File: config.mk
export PLATFORM = sky130hd
export DESIGN_NAME = imu_angle_frame_parser_top
export DESIGN_NICKNAME = d
export VERILOG_FILES = /design/src/design/imu_afp_pkg.sv /design/src/design/imu_afp_front.sv /design/src/design/imu_afp_fifo.sv /design/src/design/imu_afp_back.sv /design/src/design/imu_angle_frame_parser_top.sv
export VERILOG_INCLUDE_DIRS = /design/src /design/src/design
export SDC_FILE = /design/constraint.sdc
export NUM_CORES = 1
export LEC_CHECK = 0
export BUFFER_PORTS_ARGS = -buffer_cell sky130_fd_sc_hd__buf_4
export CORE_MARGIN = 8
export CORE_UTILIZATION = 50
export CTS_CLUSTER_DIAMETER = 50
export CTS_CLUSTER_SIZE = 20
export DETAILED_ROUTE_END_ITERATION = 10
export PLACE_DENSITY = 0.69
export SLEW_MARGIN = 30
export SYNTH_ARGS = -nofsm -noshare
export SYNTH_HDL_FRONTEND = slang
export SYNTH_SLANG_ARGS = --single-unit
export TNS_END_PERCENT = 20
File: constraint.sdc
create_clock -name clk_i -period 7.1 [get_ports clk_i]
set_clock_uncertainty 0.15 [all_clocks]
set_input_delay 0.355 -clock clk_i [delete_from_list [all_inputs] [get_ports clk_i]]
set_output_delay 0.355 -clock clk_i [all_outputs]
set_load 0.005 [all_outputs]
File: src/design/imu_angle_frame_parser_top_assert.svh
// Assertion macros shared by the angle frame parser modules.
`ifndef IMU_ANGLE_FRAME_PARSER_TOP_ASSERT_SVH
`define IMU_ANGLE_FRAME_PARSER_TOP_ASSERT_SVH

// Check a property on every clock edge outside reset.
`define IMU_AFP_ASSERT(lbl, prop, msg) \
  lbl: assert property (@(posedge clk_i) disable iff (!rst_ni) (prop)) else $error(msg);

// Check a property on every clock edge, reset included.
`define IMU_AFP_ASSERT_ALWAYS(lbl, prop, msg) \
  lbl: assert property (@(posedge clk_i) (prop)) else $error(msg);

`endif

File: src/design/imu_afp_pkg.sv
// Package with the types and constants of the angle frame parser.
package imu_afp_pkg;

  localparam logic [7:0] HdrByte   = 8'h55;
  localparam logic [7:0] TypeAngle = 8'h53;

  localparam int unsigned PosW = 4;
  localparam logic [PosW-1:0] FrameLen   = 4'd11;
  localparam logic [PosW-1:0] LastPos    = 4'd10;
  localparam logic [PosW-1:0] AngleFirst = 4'd2;
  localparam logic [PosW-1:0] AngleLast  = 4'd7;
  localparam int unsigned AngleBytes = 6;
  localparam int unsigned AngleIdxW  = $clog2(AngleBytes);

  // Scaling: centideg = raw * 18000 / 32768, truncated toward zero.
  localparam logic signed [15:0] ScaleNum   = 16'sd18000;
  localparam int unsigned        ScaleShift = 15;
  localparam logic signed [31:0] ScaleBias  = 32'sd32767;

  localparam int unsigned FifoDepth = 2;
  localparam int unsigned FifoPtrW  = (FifoDepth > 1) ? $clog2(FifoDepth) : 1;
  localparam int unsigned FifoCntW  = $clog2(FifoDepth + 1);

  typedef struct packed {
    logic signed [15:0] roll;
    logic signed [15:0] pitch;
    logic signed [15:0] yaw;
  } raw_angles_t;

  typedef struct packed {
    logic full;
    logic empty;
  } fifo_status_t;

endpackage

File: src/design/imu_afp_front.sv
// Front end: byte acceptance, frame sync, running checksum and angle capture.
`include "imu_angle_frame_parser_top_assert.svh"

module imu_afp_front (
  input  logic                      clk_i,
  input  logic                      rst_ni,
  input  logic                      in_acc_i,
  input  logic [7:0]                rx_byte_i,
  output logic                      push_o,
  output imu_afp_pkg::raw_angles_t  push_data_o
);
  import imu_afp_pkg::*;

  logic [PosW-1:0]      pos_q, pos_d;
  logic [7:0]           sum_q, sum_d;
  logic [7:0]           angle_bytes_q [AngleBytes];
  logic                 angle_wr;
  logic [AngleIdxW-1:0] angle_idx;
  logic                 is_hdr;

  assign is_hdr    = (rx_byte_i == HdrByte);
  assign angle_wr  = in_acc_i && (pos_q >= AngleFirst) && (pos_q <= AngleLast);
  assign angle_idx = AngleIdxW'(pos_q - AngleFirst);

  always_comb begin
    pos_d  = pos_q;
    sum_d  = sum_q;
    push_o = 1'b0;
    if (in_acc_i) begin
      priority if (pos_q == '0 || pos_q >= FrameLen) begin
        pos_d = '0;
        if (is_hdr) begin
          pos_d = PosW'(1);
          sum_d = HdrByte;
        end
      end else if (pos_q == PosW'(1) && rx_byte_i != TypeAngle) begin
        // resync on a new header, otherwise drop back to idle
        if (is_hdr) begin
          sum_d = HdrByte;
        end else begin
          pos_d = '0;
        end
      end else if (pos_q != LastPos) begin
        sum_d = sum_q + rx_byte_i;
        pos_d = pos_q + PosW'(1);
      end else begin
        pos_d = '0;
        if (sum_q == rx_byte_i) begin
          push_o = 1'b1;
        end else if (is_hdr) begin
          pos_d = PosW'(1);
          sum_d = HdrByte;
        end
      end
    end
  end

  always_ff @(posedge clk_i or negedge rst_ni) begin
    if (!rst_ni) begin
      pos_q <= '0;
      sum_q <= '0;
    end else begin
      pos_q <= pos_d;
      sum_q <= sum_d;
    end
  end

  always_ff @(posedge clk_i) begin
    if (angle_wr) begin
      angle_bytes_q[angle_idx] <= rx_byte_i;
    end
  end

  assign push_data_o.roll  = {angle_bytes_q[1], angle_bytes_q[0]};
  assign push_data_o.pitch = {angle_bytes_q[3], angle_bytes_q[2]};
  assign push_data_o.yaw   = {angle_bytes_q[5], angle_bytes_q[4]};

  `IMU_AFP_ASSERT_ALWAYS(a_pos_in_frame, !rst_ni || pos_q < FrameLen, "byte position left the frame")
  `IMU_AFP_ASSERT(a_push_at_end, push_o |-> (in_acc_i && pos_q == LastPos),
                  "frame pushed before its checksum byte")
  `IMU_AFP_ASSERT(a_idle_drop, (in_acc_i && pos_q == '0 && !is_hdr) |=> (pos_q == '0),
                  "idle parser left idle on a non-header byte")
  `IMU_AFP_ASSERT(a_hdr_sum, (in_acc_i && is_hdr && pos_d == PosW'(1)) |=> (sum_q == HdrByte),
                  "new frame did not seed the checksum with the header")

endmodule

File: src/design/imu_afp_fifo.sv
// Short queue of raw angle sets between the front and back ends.
`include "imu_angle_frame_parser_top_assert.svh"

module imu_afp_fifo (
  input  logic                       clk_i,
  input  logic                       rst_ni,
  input  logic                       push_i,
  input  imu_afp_pkg::raw_angles_t   push_data_i,
  input  logic                       pop_i,
  output imu_afp_pkg::raw_angles_t   pop_data_o,
  output imu_afp_pkg::fifo_status_t  status_o
);
  import imu_afp_pkg::*;

  raw_angles_t         entries_q [FifoDepth];
  logic [FifoPtrW-1:0] wr_ptr_q, rd_ptr_q;
  logic [FifoCntW-1:0] count_q;

  function automatic logic [FifoPtrW-1:0] ptr_next(input logic [FifoPtrW-1:0] p);
    logic [FifoPtrW-1:0] n;
    if (p == FifoPtrW'(FifoDepth - 1)) begin
      n = '0;
    end else begin
      n = p + FifoPtrW'(1);
    end
    return n;
  endfunction

  assign status_o.full  = (count_q == FifoCntW'(FifoDepth));
  assign status_o.empty = (count_q == '0);
  assign pop_data_o     = entries_q[rd_ptr_q];

  always_ff @(posedge clk_i or negedge rst_ni) begin
    if (!rst_ni) begin
      wr_ptr_q <= '0;
      rd_ptr_q <= '0;
      count_q  <= '0;
    end else begin
      if (push_i) begin
        wr_ptr_q <= ptr_next(wr_ptr_q);
      end
      if (pop_i) begin
        rd_ptr_q <= ptr_next(rd_ptr_q);
      end
      if (push_i && !pop_i) begin
        count_q <= count_q + FifoCntW'(1);
      end else if (pop_i && !push_i) begin
        count_q <= count_q - FifoCntW'(1);
      end
    end
  end

  always_ff @(posedge clk_i) begin
    if (push_i) begin
      entries_q[wr_ptr_q] <= push_data_i;
    end
  end

  `IMU_AFP_ASSERT_ALWAYS(a_count_bound, !rst_ni || count_q <= FifoCntW'(FifoDepth),
                         "queue count above its depth")
  `IMU_AFP_ASSERT(a_no_overflow, push_i |-> !status_o.full, "push into a full queue")
  `IMU_AFP_ASSERT(a_no_underflow, pop_i |-> !status_o.empty, "pop from an empty queue")
  `IMU_AFP_ASSERT(a_count_up, (push_i && !pop_i) |=> (count_q == $past(count_q) + FifoCntW'(1)),
                  "queue count did not advance on push")

endmodule

File: src/design/imu_afp_back.sv
// Back end: angle scaling and the output register.
module imu_afp_back (
  input  logic                       clk_i,
  input  logic                       rst_ni,
  input  imu_afp_pkg::raw_angles_t   pop_data_i,
  input  imu_afp_pkg::fifo_status_t  status_i,
  output logic                       pop_o,
  output logic                       out_valid_o,
  input  logic                       out_stall_i,
  output logic signed [15:0]         roll_centideg_o,
  output logic signed [15:0]         pitch_centideg_o,
  output logic signed [15:0]         yaw_centideg_o
);
  import imu_afp_pkg::*;

  logic               out_valid_q;
  logic signed [15:0] roll_q, pitch_q, yaw_q;

  // raw * 18000 / 32768, truncated toward zero
  function automatic logic signed [15:0] scale_angle(input logic signed [15:0] raw);
    logic signed [31:0] prod;
    logic signed [31:0] adj;
    prod = 32'(raw) * 32'(ScaleNum);
    adj  = prod[31] ? (prod + ScaleBias) : prod;
    return 16'(adj >>> ScaleShift);
  endfunction

  assign pop_o = !status_i.empty && (!out_valid_q || !out_stall_i);

  always_ff @(posedge clk_i or negedge rst_ni) begin
    if (!rst_ni) begin
      out_valid_q <= 1'b0;
    end else if (pop_o) begin
      out_valid_q <= 1'b1;
    end else if (!out_stall_i) begin
      out_valid_q <= 1'b0;
    end
  end

  always_ff @(posedge clk_i) begin
    if (pop_o) begin
      roll_q  <= scale_angle(pop_data_i.roll);
      pitch_q <= scale_angle(pop_data_i.pitch);
      yaw_q   <= scale_angle(pop_data_i.yaw);
    end
  end

  assign out_valid_o      = out_valid_q;
  assign roll_centideg_o  = roll_q;
  assign pitch_centideg_o = pitch_q;
  assign yaw_centideg_o   = yaw_q;

endmodule

File: src/design/imu_angle_frame_parser_top.sv
// Top level of the IMU angle frame parser.
//
// The parser takes one serial byte per transaction and hunts for 11-byte
// angle frames: header 0x55, type 0x53, roll/pitch/yaw as little-endian
// signed 16-bit values, two unused bytes and an 8-bit sum of bytes 0..9.
// A frame whose checksum matches gives one output transaction carrying the
// three angles in hundredths of a degree (raw * 18000 / 32768, truncated
// toward zero); bad frames give nothing. A wrong type byte or a failed
// checksum byte that equals 0x55 is taken as the header of a new frame.
// Rate: one byte per clock cycle while in_stall_o is low. The front end
// settles sync state and checksum for each byte as it is taken and pushes
// a finished raw angle set into a two-entry queue; the back end scales the
// three angles (one 16x16 multiply each) straight into the output register.
// A good frame reaches the output through the queue and then the output register.
// in_stall_o rises only while the queue is full, which needs the output
// to stay stalled on one frame while two further frames complete.
module imu_angle_frame_parser_top (
  input  logic               clk_i,
  input  logic               rst_ni,
  input  logic               in_valid_i,
  output logic               in_stall_o,
  input  logic [7:0]         rx_byte_i,
  output logic               out_valid_o,
  input  logic               out_stall_i,
  output logic signed [15:0] roll_centideg_o,
  output logic signed [15:0] pitch_centideg_o,
  output logic signed [15:0] yaw_centideg_o
);
  import imu_afp_pkg::*;

  logic         in_acc;
  logic         push;
  logic         pop;
  raw_angles_t  push_data;
  raw_angles_t  pop_data;
  fifo_status_t fifo_status;

  // Hold input bytes only while the queue has no room for a finished frame.
  assign in_stall_o = fifo_status.full;
  assign in_acc     = in_valid_i && !in_stall_o;

  // Front end: sync, checksum and raw angle capture.
  imu_afp_front u_front (
    .clk_i       (clk_i),
    .rst_ni      (rst_ni),
    .in_acc_i    (in_acc),
    .rx_byte_i   (rx_byte_i),
    .push_o      (push),
    .push_data_o (push_data)
  );

  // Queue decouples frame detection from output backpressure.
  imu_afp_fifo u_fifo (
    .clk_i       (clk_i),
    .rst_ni      (rst_ni),
    .push_i      (push),
    .push_data_i (push_data),
    .pop_i       (pop),
    .pop_data_o  (pop_data),
    .status_o    (fifo_status)
  );

  // Back end: scale and present the result.
  imu_afp_back u_back (
    .clk_i            (clk_i),
    .rst_ni           (rst_ni),
    .pop_data_i       (pop_data),
    .status_i         (fifo_status),
    .pop_o            (pop),
    .out_valid_o      (out_valid_o),
    .out_stall_i      (out_stall_i),
    .roll_centideg_o  (roll_centideg_o),
    .pitch_centideg_o (pitch_centideg_o),
    .yaw_centideg_o   (yaw_centideg_o)
  );

endmodule
==> flow_summary.toml, run 1 <==
[run_status]
status = "completed"

[die]
io-pin-count = 62
core_um2 = 35600
die-area_um2 = 42400
die_x_um = 206
die_height_um = 206
start_util_pct = 50.7
row_count = 69

[place]
gp_congestion = 0.886
io_buffers = 61
hpwl_um = 27900
dp_slack_ps = 506

[timing]
period_share_pct = 93.9
worst_pin_slew_ps = 788
fin_ws_ps = 430
setup_viol_count_final = 0
tns_ps = 0
whs_ps = 66.4
rsz0062_at_grt = "no"
slew_headroom_pct = 47.1
report.final.slew_viol_count = 0
max_clock_freq_mhz = 150
min_period_ps = 6670
hold_viol = 0

[worst_setup_path]
cp.arrival_ps = 6810
crit_path_top_delay_cell = "nor3_1"
cpMostUsedCell = "ha_1"
crit_chain = "buf_4 -> mux2_2 -> ha_1 -> ha_1 -> fa_1 -> inv_1 -> fa_1 -> inv_1 -> ha_1 -> a21oi_1 -> nand2_1 -> nor3_1 -> o21ai_1 -> xor2_1 -> or4b_4 -> nor4_1 -> nand3_1 -> xnor2_1"
rr_worst_depth = 18
worstPathRequired_ps = 7240
path_class = "reg -> reg"
crit_path_end_kind = "flip-flop"
startpoint_type = "flip-flop"
critPathMaxFanout = 19
critPathMaxStageDelay_ps = 620

[cts]
tritoncts = "yes"
worstSkewPairLatency_ps = 540
path_clk_slew_ps = 70
ctsLongestPathBuffers = 3
cts_buffers = 23
root_buffer = "clkbuf_16"
cts.sinks = 209
cts.htree.levels = 1
post_cts_buffers = 0

[layout]
drive_above_1_share_pct = 9.99
nets = 2123
area_delta_synth_final_pct = 10.6
diodes = 0
fill_cells = 3009

[worst_hold_path]
hold_class = "in -> async"

[synthesis]
synth_edf_count = 192
syn_area_um2 = 18000
ys_warn_count = 0
synth_cells = 1664
synthTopCellsByCount = "ha_1, inv_1, edfxtp_1"
ys_async_sr_fraction_pct = 8.13
ys_seq_elements = 209
synth.largest_area_cell = "edfxtp_1"
syn_avg_cell_area_um2 = 10.8
yosysTopAreaCellShare_pct = 32.0
synth.area.top_cells = "edfxtp_1, ha_1, fa_1, inv_1, xnor2_1"
synth_nets = 2042
synth_flop_cell = "edfxtp_1"
synth_seq_area_share_pct = 34.3
yosysMostFrequentCell = "ha_1"
post_synth_num_cell_types = 83

[routing]
routed-via-count = 12100
wl_per_cell_um = 15.9
drc_errors = 0
drtPass1Iterations = 6
ant_nets = 0
viasPerCell = 5.46
drtIter0Drc = 619
wl_um = 35400

[global_route]
overflow = 0
track_usage_pct = 16.9
grt_max_degree = 49
grt_antenna_before_repair = 0
grt_pass1_vias = 12300
grt_pass1_wl_um = 59700

[power_and_ir_drop]
p_leak_nw = 8.71
power_density_nw_per_um2 = 130
vdd_ir_drop_max_v = 0.000208

[flow_run]
cap_violations = 0
## cell type report
cell class / count / area (µm²) / area share, %
clock buffers: 23 / 576 / 2.88
clock inverters: 18 / 219 / 1.10
inverters: 254 / 953 / 4.78
multi-input cells: 1172 / 10800 / 54.0
flip-flops and latches: 209 / 6190 / 31.0
well taps: 461 / 577 / 2.89
repair buffers: 85 / 663 / 3.32
## cell usage in the layout (no fill, tap or decap), drive strengths merged, types with 22 or more instances in the layout
| cell | instances |
|---|---|
| inv | 258 |
| ha | 257 |
| edfxtp | 192 |
| fa | 109 |
| nand2 | 89 |
| xnor2 | 87 |
| nor2 | 81 |
| a21oi | 80 |
| buf | 75 |
| o21ai | 65 |
| xor2 | 52 |
| mux2 | 43 |
| nand3 | 28 |
| nor3 | 24 |
| clkbuf | 23 |
| a21o | 22 |
## critical path, delay by kind of cell (launching register included)
family | cells | cell delay [ps]
buf+inv | 3 | 460
flops | 1 | 600
simple gates | 5 | 1880
fa+ha+maj | 5 | 2030
compound gates | 2 | 390
mux | 1 | 470
xor+xnor | 2 | 440
## routing by layer
metal	routed length (µm)	GRT usage (%)	vias up
met3	1520	2.01	33
met5	0	0	-
met4	511	3.60	0
li1	-	-	6019
met1	16200	22.7	5862
met2	17200	29.2	209
## path summary, 6_finish.rpt
check                           slack (ps)                           to                        start
worst max-delay path                   430  u_back.pitch_centideg_o[14]              u_fifo.rd_ptr_q
worst max register to register         430  u_back.pitch_centideg_o[14]              u_fifo.rd_ptr_q
max in group asynchronous             6520              u_fifo.rd_ptr_q                       rst_ni
min in group clk_i                     170             u_front.pos_q[1]                   in_valid_i
worst min-delay path                    70             u_front.sum_q[6]                       rst_ni
worst min register to register         290      u_fifo.entries_q[1][38]  u_front.angle_bytes_q[0][6]
## cells by family (layout without fill, tap and decap cells)
group	count (synthesis)	after routing	share of synthesized area, %
fa+ha+maj	366	366	29.9
simple gates	329	329	9.32
buf+inv	283	380	6.00
compound gates	279	279	10.1
flops	209	209	34.3
xor+xnor	139	139	6.75
mux	59	59	3.59
## stage by stage
step	cells	power (mW)	util, %	area [µm²]
2_1_floorplan	1664	1.38	-	18000
3_3_place_gp	2171	1.40	53.6	19100
3_5_place_dp	2171	1.40	53.6	19100
4_1_cts	2222	2.62	56.1	20000
5_1_grt	2222	2.67	56.1	20000
6_report	2222	2.59	56.1	20000
## power breakdown
group,total [mW],switching [mW],leakage [nW],internal (mW)
logic,0.0456,0.0253,6.38,0.0203
registers,1.33,0.00127,1.95,1.33
clock network,1.21,0.549,0.382,0.665
total,2.59,0.575,8.71,2.02
## what timing repair did
action | in CTS | in global routing
endpoints found under the setup margin | 0 | 0
gates resized for setup | 0 | 0
hold buffers | 10 | 0
endpoints found under the hold margin | 66 | 0
## registers in the layout, summed over array words and instances (netlist names)
register,cells
u_front.sum_q,8
u_back.pitch_centideg_o,16
u_front.angle_bytes_q,48
u_back.yaw_centideg_o,16
u_back.out_valid_o,1
u_fifo.count_q,2
u_front.pos_q,4
u_fifo.entries_q,96
u_back.roll_centideg_o,16
u_fifo.rd_ptr_q,1
u_fifo.wr_ptr_q,1
(Power assumes the default switching activity.)
==> run 2: changes to the inputs <==
- CORE_ASPECT_RATIO: not set -> 1.1
- clock period: 7.1 -> 5.75 ns (I/O delays scaled with it)
==> flow_summary.toml, run 2 (synthesis results as in run 1) <==
[timing]
min_period_ps = 5800
rsz0062_at_grt = "yes"
period_share_pct = 101
max_clock_freq_mhz = 172
slew_headroom_pct = 45.0
fin_ws_ps = -50.2
setup_viol_count_final = 2
report.final.slew_viol_count = 0
worst_pin_slew_ps = 822
hold_viol = 0

[power_and_ir_drop]
power_density_nw_per_um2 = 140
vdd_ir_drop_max_v = 0.000257
power_frac_clock_pct = 44.2
share_seq_of_total_power_pct = 53.8
p_leak_nw = 9.52
p_comb_share_pct = 1.9
p_int_mw = 2.38
switching_share_pct = 22.1
p_switching_mw = 0.673

[die]
die_height_um = 215
io-pin-count = 62
core_um2 = 35900
start_util_pct = 50.3
row_count = 73
die-area_um2 = 42400
die_x_um = 197

[routing]
wl_met1_um = 16100
drtPass1Iterations = 5
routed-via-count = 12700
top_layer = "met4"
ant_nets = 0
wl_per_cell_um = 15.4
drc_errors = 0
wl_um = 36700
wl_met2_um = 18700
viasPerCell = 5.33
wl_met3_um = 1100
drtIter0Drc = 541

[cts]
worstSkewPairLatency_ps = 530
path_clk_slew_ps = 70
cts_buffers = 21
ctsLongestPathBuffers = 3
cts.sinks = 209
root_buffer = "clkbuf_16"
tritoncts = "yes"
cts.htree.levels = 1

[layout]
diodes = 0
nets = 2263
largest_reg_flops = 96
layout_commonest_cell = "inv_1"
fin_util_pct = 60.8
area_delta_synth_final_pct = 20.9
final_cell_mix = "inv_1, ha_1, buf_4"
reg_top3 = "u_fifo.entries_q: 96 flops, u_front.angle_bytes_q: 48 flops"
drive_above_1_share_pct = 21.7
largest-register = "u_fifo.entries_q"

[place]
dp_slack_ps = -232
gp_congestion = 0.872
io_buffers = 61
hpwl_um = 28800

[worst_setup_path]
path_class = "reg -> reg"
cp.arrival_ps = 5930
crit_path_end_kind = "flip-flop"
startpoint_type = "flip-flop"
rrSetupSlack_ps = -50
critPathMaxFanout = 10
worstPathRequired_ps = 5880

[global_route]
grt_antenna_before_repair = 0
overflow = 0
grt_max_degree = 49
grt_pass1_wl_um = 61600
track_usage_pct = 17.2
grt_pass1_vias = 13100

[run_status]
violations = "setup timing"
status = "finished with violations"

[worst_hold_path]
hold_class = "in -> reg"

[flow_run]
cap_violations = 0
==> run 2: final timing paths <==
path | from | to | cells after the start
worst max-delay path | u_fifo.rd_ptr_q | u_back.pitch_centideg_o[15] | 19
worst min-delay path | in_valid_i | u_front.pos_q[1] | 4
worst max register to register | u_fifo.rd_ptr_q | u_back.pitch_centideg_o[15] | 19
worst min register to register | u_front.angle_bytes_q[2][3] | u_fifo.entries_q[0][19] | 0
max in group asynchronous | rst_ni | u_fifo.rd_ptr_q | 4
min in group asynchronous | rst_ni | u_front.sum_q[3] | 3
==> run 2: power by group through the flow <==
stage	sequential, mW	combinational [mW]	clock [mW]
2_1_floorplan	1.68	0.0266	0
3_3_place_gp	1.68	0.0499	0
3_5_place_dp	1.68	0.0512	0
4_1_cts	1.64	0.0581	1.39
5_1_grt	1.64	0.0635	1.45
6_report	1.64	0.0584	1.35
==> run 2: cell type report <==
class | count | area (µm²)
Clock buffer | 21 | 526
Clock inverter | 17 | 170
Fill cell | 2907 | 14100
Inverter | 254 | 960
Multi-Input combinational cell | 1172 | 11500
Sequential cell | 209 | 6190
Tap cell | 487 | 609
Timing Repair Buffer | 227 | 1810
==> run 2: worst max-delay path, cell delays in order (launching register included) <==
cell,delay [ps]
dfrtp_2,450
buf_12,140
buf_16,140
mux2_4,340
ha_1,300
ha_1,290
fa_1,480
inv_1,50
fa_1,530
inv_1,60
ha_4,290
o21a_4,140
o311ai_4,130
a211o_4,360
a31o_1,250
xor2_1,170
or4b_4,610
nor4b_4,340
and4_1,240
xnor2_1,70
==> run 2: repair_timing <==
| action | 4_1_cts | 5_1_grt |
|---|---|---|
| cloned | 1 | 0 |
| pin swaps | 24 | 12 |
| gates resized for setup | 43 | 65 |
| setup endpoints to repair | 17 | 35 |
| endpoints found under the hold margin | 66 | 0 |
| hold buffers | 12 | 0 |
| buffers inserted | 19 | 3 |
==> run 2: stage by stage <==
step / setup TNS, ps / instance area (µm²) / cells / hold slack (ps) / power [mW]
2_1_floorplan: -1350 / 18400 / 1664 / -158 / 1.70
3_5_place_dp: -1370 / 20300 / 2314 / 25.0 / 1.73
5_1_grt: -2560 / 21800 / 2387 / 112 / 3.15
4_1_cts: -30.7 / 21500 / 2384 / 77.6 / 3.09
3_3_place_gp: -478 / 20300 / 2314 / 21.2 / 1.73
6_report: -52.7 / 21800 / 2387 / 117 / 3.05
==> run 2: metal layers <==
metal	up-vias	GRT usage (%)
met4	0	4.72
met1	6190	21.4
li1	6286	-
met3	57	1.84
met5	-	0
met2	199	31.3
